--- config.mk ---
export PLATFORM = sky130hd
export DESIGN_NAME = nmea_sentence_framer_checker_core
export DESIGN_NICKNAME = d
export VERILOG_FILES = /design/src/sv/nmeachk_pkg.sv /design/src/sv/nmeachk_frame.sv /design/src/sv/nmea_sentence_framer_checker_core.sv
export SDC_FILE = /design/constraint.sdc
export NUM_CORES = 1
export LEC_CHECK = 0
export ABC_AREA = 1
export BUFFER_PORTS_ARGS = -buffer_cell sky130_fd_sc_hd__buf_2
export CAP_MARGIN = 20
export CORE_MARGIN = 10
export CORE_UTILIZATION = 52
export CTS_CLUSTER_DIAMETER = 80
export CTS_CLUSTER_SIZE = 20
export DETAILED_ROUTE_END_ITERATION = 8
export GPL_TIMING_DRIVEN = 0
export HOLD_SLACK_MARGIN = 0.15
export PLACE_DENSITY_LB_ADDON = 0.25
export SYNTH_ARGS = -nofsm -noshare
export SYNTH_HDL_FRONTEND = slang
export SYNTH_SLANG_ARGS = --single-unit
--- constraint.sdc ---
create_clock -name clk -period 2.55 [get_ports clk]
set_input_delay 0.1275 -clock clk [delete_from_list [all_inputs] [get_ports clk]]
set_output_delay 0.1275 -clock clk [all_outputs]
set_load 0.05 [all_outputs]
--- src/sv/nmeachk_pkg.sv ---
// Shared types, character codes and helpers for the NMEA sentence framer.
// No dependencies; used by the framer, the top level and the checker.
`timescale 1ns / 1ps

package nmeachk_pkg;

  // Default length at which a sentence is dropped (one less than this).
  localparam int LINE_BUFFER_BYTES_DEF = 128;

  localparam logic [7:0] CH_DOLLAR = 8'h24;
  localparam logic [7:0] CH_STAR   = 8'h2A;

  typedef enum logic [1:0] {
    FS_OK        = 2'd0,
    FS_MISMATCH  = 2'd1,
    FS_MALFORMED = 2'd2
  } frame_status_t;

  // One finished sentence, as handed from the framer to the result register.
  typedef struct packed {
    logic          emit;
    frame_status_t status;
    logic [7:0]    computed_sum;
    logic [7:0]    received_sum;
    logic [6:0]    sentence_length;
  } frame_res_t;

  // Nibble value of a hex digit; bit 4 set when the character is not a hex digit.
  function automatic logic [4:0] hex_value(input logic [7:0] c);
    logic [4:0] v;
    v = 5'h10;
    if (c >= 8'h30 && c <= 8'h39) begin
      v = {1'b0, c[3:0]};
    end else if ((c >= 8'h41 && c <= 8'h46) || (c >= 8'h61 && c <= 8'h66)) begin
      v = {1'b0, c[3:0] + 4'd9};
    end
    return v;
  endfunction

endpackage

--- src/sv/nmeachk_frame.sv ---
// Sentence framing state and checksum evaluation for one byte per step.
// Depends on nmeachk_pkg.
`timescale 1ns / 1ps

module nmeachk_frame #(
  parameter int LINE_BUFFER_BYTES = nmeachk_pkg::LINE_BUFFER_BYTES_DEF
) (
  input  logic                    clk,
  input  logic                    rst_n,
  input  logic                    step_en,
  input  logic [7:0]              rx_byte,
  output nmeachk_pkg::frame_res_t res
);
  import nmeachk_pkg::*;

  localparam int CNT_W = $clog2(LINE_BUFFER_BYTES);
  localparam logic [CNT_W-1:0] CNT_LIM = CNT_W'(LINE_BUFFER_BYTES - 1);

  logic             in_sent_r, in_sent_nxt;
  logic             star_r, star_nxt;
  logic             aft_r, aft_nxt;
  logic [CNT_W-1:0] cnt_r, cnt_nxt;
  logic [7:0]       xor_r, xor_nxt;
  logic [7:0]       first_r, first_nxt;

  logic [CNT_W-1:0] cnt_inc;
  logic [4:0]       hi_val;
  logic [4:0]       lo_val;
  logic [7:0]       rsum;

  // Decode the two checksum characters; only used on the closing byte.
  always_comb begin
    hi_val = hex_value(first_r);
    lo_val = hex_value(rx_byte);
    rsum   = {hi_val[3:0], lo_val[3:0]};
  end

  assign cnt_inc = cnt_r + CNT_W'(1);

  // Next state of the framer and the result of this byte.
  always_comb begin
    in_sent_nxt = in_sent_r;
    star_nxt    = star_r;
    aft_nxt     = aft_r;
    cnt_nxt     = cnt_r;
    xor_nxt     = xor_r;
    first_nxt   = first_r;

    // The held byte closes a sentence; this does not depend on the step going ahead.
    res.emit            = in_sent_r && star_r && aft_r && (cnt_inc != CNT_LIM);
    res.status          = FS_OK;
    res.computed_sum    = xor_r;
    res.received_sum    = rsum;
    res.sentence_length = 7'(cnt_inc);

    if (hi_val[4] || lo_val[4]) begin
      res.status       = FS_MALFORMED;
      res.received_sum = 8'h00;
    end else if (rsum != xor_r) begin
      res.status = FS_MISMATCH;
    end

    if (step_en) begin
      if (!in_sent_r) begin
        // Waiting for the opening dollar; everything else is ignored.
        if (rx_byte == CH_DOLLAR) begin
          in_sent_nxt = 1'b1;
          cnt_nxt     = CNT_W'(1);
        end
      end else begin
        cnt_nxt = cnt_inc;
        if (cnt_inc == CNT_LIM) begin
          // Too long: drop silently and go back to waiting.
          in_sent_nxt = 1'b0;
          star_nxt    = 1'b0;
          aft_nxt     = 1'b0;
          cnt_nxt     = '0;
          xor_nxt     = 8'h00;
        end else if (!star_r) begin
          if (rx_byte == CH_STAR) begin
            star_nxt = 1'b1;
          end else begin
            xor_nxt = xor_r ^ rx_byte;
          end
        end else if (!aft_r) begin
          first_nxt = rx_byte;
          aft_nxt   = 1'b1;
        end else begin
          // Second checksum character closes the sentence.
          in_sent_nxt = 1'b0;
          star_nxt    = 1'b0;
          aft_nxt     = 1'b0;
          cnt_nxt     = '0;
          xor_nxt     = 8'h00;
        end
      end
    end
  end

  // Framer state; the first checksum character is payload and needs no reset.
  always_ff @(posedge clk) begin
    if (!rst_n) begin
      in_sent_r <= 1'b0;
      star_r    <= 1'b0;
      aft_r     <= 1'b0;
      cnt_r     <= '0;
      xor_r     <= 8'h00;
    end else begin
      in_sent_r <= in_sent_nxt;
      star_r    <= star_nxt;
      aft_r     <= aft_nxt;
      cnt_r     <= cnt_nxt;
      xor_r     <= xor_nxt;
    end
  end

  always_ff @(posedge clk) begin
    first_r <= first_nxt;
  end

endmodule

--- src/sv/nmea_sentence_framer_checker_core.sv ---
// Top level of the NMEA 0183 sentence framer and checksum checker.
// Depends on nmeachk_pkg and nmeachk_frame.
`timescale 1ns / 1ps
//
// Usage:
// One received character enters per input beat on in_rx_byte (in_valid,
// in_stall). A '$' opens a sentence; the bytes up to the first '*' are XORed,
// and the two characters after that star are the received checksum. On the
// second of them one result beat leaves on the out_ channel with the status
// (ok, mismatch or malformed), both checksums and the sentence length.
// Sentences reaching LINE_BUFFER_BYTES-1 characters are dropped silently.
// A byte taken from the input sits in the input register, is evaluated by the
// framer step into the result register and shows on the out_ ports from there;
// a stall of the result register can hold the byte in the input register.
// Throughput is one byte per cycle while in_stall stays low, set by the single
// framer step between the input and result registers.
// When the receiver stalls, the result register holds its beat; bytes that
// close no sentence keep flowing, and in_stall rises only when a byte that
// would give a new result finds the result register full and stalled.
// Synchronous reset (rst_n low) empties both registers and returns the
// framer to waiting for '$'.

module nmea_sentence_framer_checker_core #(
  parameter int LINE_BUFFER_BYTES = nmeachk_pkg::LINE_BUFFER_BYTES_DEF
) (
  input  logic       clk,
  input  logic       rst_n,
  input  logic       in_valid,
  output logic       in_stall,
  input  logic [7:0] in_rx_byte,
  output logic       out_valid,
  input  logic       out_stall,
  output logic [1:0] out_frame_status,
  output logic [7:0] out_computed_sum,
  output logic [7:0] out_received_sum,
  output logic [6:0] out_sentence_length
);
  import nmeachk_pkg::*;

  logic          s1_valid_r, s1_valid_nxt;
  logic [7:0]    s1_byte_r, s1_byte_nxt;
  logic          out_valid_r, out_valid_nxt;
  frame_res_t    out_res_r;
  frame_res_t    step_res;
  logic          blocked;
  logic          step_en;

  // Held byte would produce a result while the result register is still full.
  assign blocked  = s1_valid_r && step_res.emit && out_valid_r && out_stall;
  assign step_en  = s1_valid_r && !blocked;
  assign in_stall = blocked;

  nmeachk_frame #(
    .LINE_BUFFER_BYTES (LINE_BUFFER_BYTES)
  ) u_frame (
    .clk     (clk),
    .rst_n   (rst_n),
    .step_en (step_en),
    .rx_byte (s1_byte_r),
    .res     (step_res)
  );

  // Input register: reloads whenever the held byte moves on.
  always_comb begin
    s1_valid_nxt = blocked ? 1'b1 : in_valid;
    s1_byte_nxt  = blocked ? s1_byte_r : in_rx_byte;
  end

  // Result register: keeps its beat while stalled.
  assign out_valid_nxt = (step_en && step_res.emit) || (out_valid_r && out_stall);

  always_ff @(posedge clk) begin
    if (!rst_n) begin
      s1_valid_r  <= 1'b0;
      out_valid_r <= 1'b0;
    end else begin
      s1_valid_r  <= s1_valid_nxt;
      out_valid_r <= out_valid_nxt;
    end
  end

  always_ff @(posedge clk) begin
    s1_byte_r <= s1_byte_nxt;
    if (step_en && step_res.emit) begin
      out_res_r <= step_res;
    end
  end

  assign out_valid           = out_valid_r;
  assign out_frame_status    = out_res_r.status;
  assign out_computed_sum    = out_res_r.computed_sum;
  assign out_received_sum    = out_res_r.received_sum;
  assign out_sentence_length = out_res_r.sentence_length;

endmodule

==> run_results.csv <==
group,metric,value,unit
status,status,"finished clean",
layout,fillers,467,
timing,rsz0062_at_grt,"false",
yosys,avgSynthCellArea,8.72,µm²
global_routing,antenna_found_initial,0,
layout,fin_area,3690,µm²
yosys,syn_area,3030,µm²
setup_path,cp.required,2.78,ns
timing,finalSetupTns,0,ns
yosys,ys_warn_count,0,
routing,drtPass1Iterations,5,
routing,vias,2506,
setup_path,worstSetupEndpointType,"register",
setup_path,crit_path_start_kind,"register",
yosys,synth-async-reset-ratio,0,
worst_hold_path,holdCritPathClass,"primary input to register",
routing,routed_via_density,5.10,
yosys,synth_edf_count,41,
layout,fin_nets,435,
placement,gp_congestion,0.862,
routing,wirelength,6720,µm
routing,wire_per_inst,13.7,µm
setup_path,cp.arrival,2.51,ns
die,core_area,5570,µm²
yosys,synthAdderAreaFrac,0.0371,
die,rows,27,
yosys,synthXorXnorAreaFrac,0.0116,
clocking,clockBufferDepth,2,
global_routing,grt_max_degree,14,
global_routing,grt.busiest_layer,"met2",
timing,timing.hold.ws,0.487,ns
timing,fin_crit,2.27,ns
clocking,clk_pin_slew,0.07,ns
timing,setup_viol_count_final,0,
clocking,cts_buffers,9,
layout,antenna_cells,0,
timing,final.period_utilization,0.891,
die,initial_core_util,0.544,
clocking,root_buffer,"clkbuf_8",
placement,dpl_cell_area,3310,µm²
timing,slew_headroom,0.607,
clocking,clock_latency,0.34,ns
routing,ant_nets,0,
yosys,yosys_register_bits,61,
global_routing,grt_pass1_vias,2350,
clocking,cts_tree,"done",
yosys,synth_flop_cell,"edfxtp_1",
power,p_leak,1.65,nW
yosys,synth_compound_area_frac,0.0545,
flow_run,maxCapViolCount,0,
routing,drt_iter0_markers,161,
die,die-area,9290,µm²
yosys,synth_mux_area_frac,0,
layout,drive_gt1_frac,0.193,
global_routing,track_usage,0.156,
global_routing,grt_remaining_overflow,0,
yosys,ys_seq_area_frac,0.538,
power,power_density,545,nW/µm²
global_routing,grt_util_met3,0.0478,
die,die_w,96.4,µm
yosys,yosys.area_share.simple,0.282,
yosys,mappedNetlistNets,369,
clocking,clock-sinks,61,
timing,clock_skew,0.00584,ns
timing,drv_slew,0,
routing,drc_errors,0,
timing,tightest_slew,0.589,ns
die,io_pins,39,
layout,syn2layout_area_growth,21.5,%
yosys,synth_top_family_by_area,"simple AND/OR/NAND/NOR gates",
setup_path,crit_fanout,8,
timing,hold_violations,0,
timing,max_clock_freq,440,MHz
power,ir_worst_vdd,0.347,mV
global_routing,use_met2,0.244,
die,die_h,96.4,µm
global_routing,use_met1,0.194,
yosys,syn_inst,348,
global_routing,grt_pass1_wl,11100,µm
clocking,htreeDepth,3,
setup_path,crit_type,"register to register",
yosys,synth_cell_types,30,
placement,io_buffers,37,
placement,place_hpwl,4410,µm
## metal layers
metal | wire length, µm | part of all wire
met1 | 3010 | 0.45
met2 | 3170 | 0.47
met3 | 435 | 0.065
met4 | 102 | 0.015
met5 | 0 | 0
## worst max-delay path, stage by stage (launching register included)
cell and delay, ns:
dfxtp_2 0.41, ha_2 0.26, inv_1 0.08, nand2_1 0.09
nand3_1 0.08, nor2_2 0.18, nand4_4 0.16, nand3_4 0.13
inv_1 0.07, o21a_1 0.17, dlygate4sd3_1 0.54
## stage by stage
step                      total power, W  utilization  instances  setup WS (ns)
after floorplan                  0.00112            -        348          0.132
after global placement           0.00114        0.593        457         -0.355
after detailed placement         0.00114        0.593        457         -0.393
after CTS                        0.00202        0.653        486         0.0440
after global routing             0.00208        0.661        491         0.0264
final                            0.00201        0.661        491          0.278
## report_power, final
group | total [W] | switching [W] | internal, W
clock network | 0.000871 | 0.000371 | 0.000500
logic | 0.0000709 | 0.0000370 | 0.0000339
registers | 0.00107 | 0.0000142 | 0.00105
## cell type report
| class | count | area, µm² | share of cell area |
|---|---|---|---|
| sequential | 61 | 1630 | 0.443 |
| buffer | 5 | 36.3 | 0.00984 |
| timing repair inverter | 3 | 22.5 | 0.00611 |
| inverter | 52 | 201 | 0.0547 |
| clock inverter | 4 | 46.3 | 0.0126 |
| multi-input combinational | 230 | 1170 | 0.318 |
| clock buffer | 12 | 155 | 0.0421 |
| tap | 72 | 90.1 | 0.0244 |
| timing repair buffer | 52 | 328 | 0.0889 |
## layout by cell type, fill, tap and decap left out, drive strengths merged
| cell | synthesis | final |
|---|---|---|
| a21boi | 1 | 1 |
| a21oi | 21 | 21 |
| buf | 4 | 44 |
| bufinv | 0 | 1 |
| clkbuf | 1 | 13 |
| clkinv | 0 | 2 |
| clkinvlp | 0 | 5 |
| dfxtp | 20 | 20 |
| dlygate4sd3 | 0 | 12 |
| edfxtp | 41 | 41 |
| ha | 9 | 9 |
| inv | 52 | 51 |
| nand2 | 104 | 104 |
| nand3 | 25 | 25 |
| nand3b | 2 | 2 |
| nand4 | 7 | 7 |
| nor2 | 35 | 35 |
| nor3 | 5 | 5 |
| nor4 | 8 | 8 |
| o211ai | 2 | 2 |
| o21a | 1 | 1 |
| o21ai | 6 | 6 |
| xor2 | 4 | 4 |
## synthesized netlist by cell type, types with 2 or more instances
master / n / area share
o211ai_1: 2 / 0.0049
dfxtp_1: 20 / 0.13
buf_2: 2 / 0.0033
nand2_4: 2 / 0.0074
inv_1: 50 / 0.062
nor3_1: 5 / 0.0082
a21oi_1: 21 / 0.035
nand3b_1: 2 / 0.0049
nor2_1: 30 / 0.037
nand4_1: 5 / 0.010
nor4_1: 8 / 0.017
nand3_1: 24 / 0.040
nor2_2: 4 / 0.0082
edfxtp_1: 41 / 0.41
ha_1: 9 / 0.037
o21ai_0: 5 / 0.0082
nand2_1: 99 / 0.12
buf_6: 2 / 0.0074
xor2_1: 4 / 0.012
nand2_2: 3 / 0.0062
## registers in the layout (all words and copies together), names as in the netlist
signal / cells
out_computed_sum: 8
out_frame_status: 2
out_received_sum: 8
out_sentence_length: 7
out_valid: 1
s1_byte_r: 8
s1_valid_r: 1
u_frame.aft_r: 1
u_frame.cnt_r: 7
u_frame.first_r: 8
u_frame.in_sent_r: 1
u_frame.star_r: 1
u_frame.xor_r: 8
## worst paths after layout
kind,from,to,slack [ns],cells after the start
setup / recovery,u_frame.cnt_r[0],s1_valid_r,0.28,10
hold reg to reg,u_frame.aft_r,u_frame.aft_r,0.49,2
setup reg to reg,u_frame.cnt_r[0],s1_valid_r,0.28,10
hold / removal,in_rx_byte[6],s1_byte_r[6],0.49,2
## cell families after synthesis
group / count (synthesis)
compound gates: 31
fa+ha+maj: 9
buf+inv: 57
flops: 61
simple gates: 186
xor+xnor: 4
## what timing repair did
action	CTS	global route
buffers inserted	0	3
endpoints found under the setup margin	25	43
endpoints found under the hold margin	18	0
gates cloned	1	2
hold buffers	12	0
gates resized for setup	3	6
(Power assumes the default switching activity.)
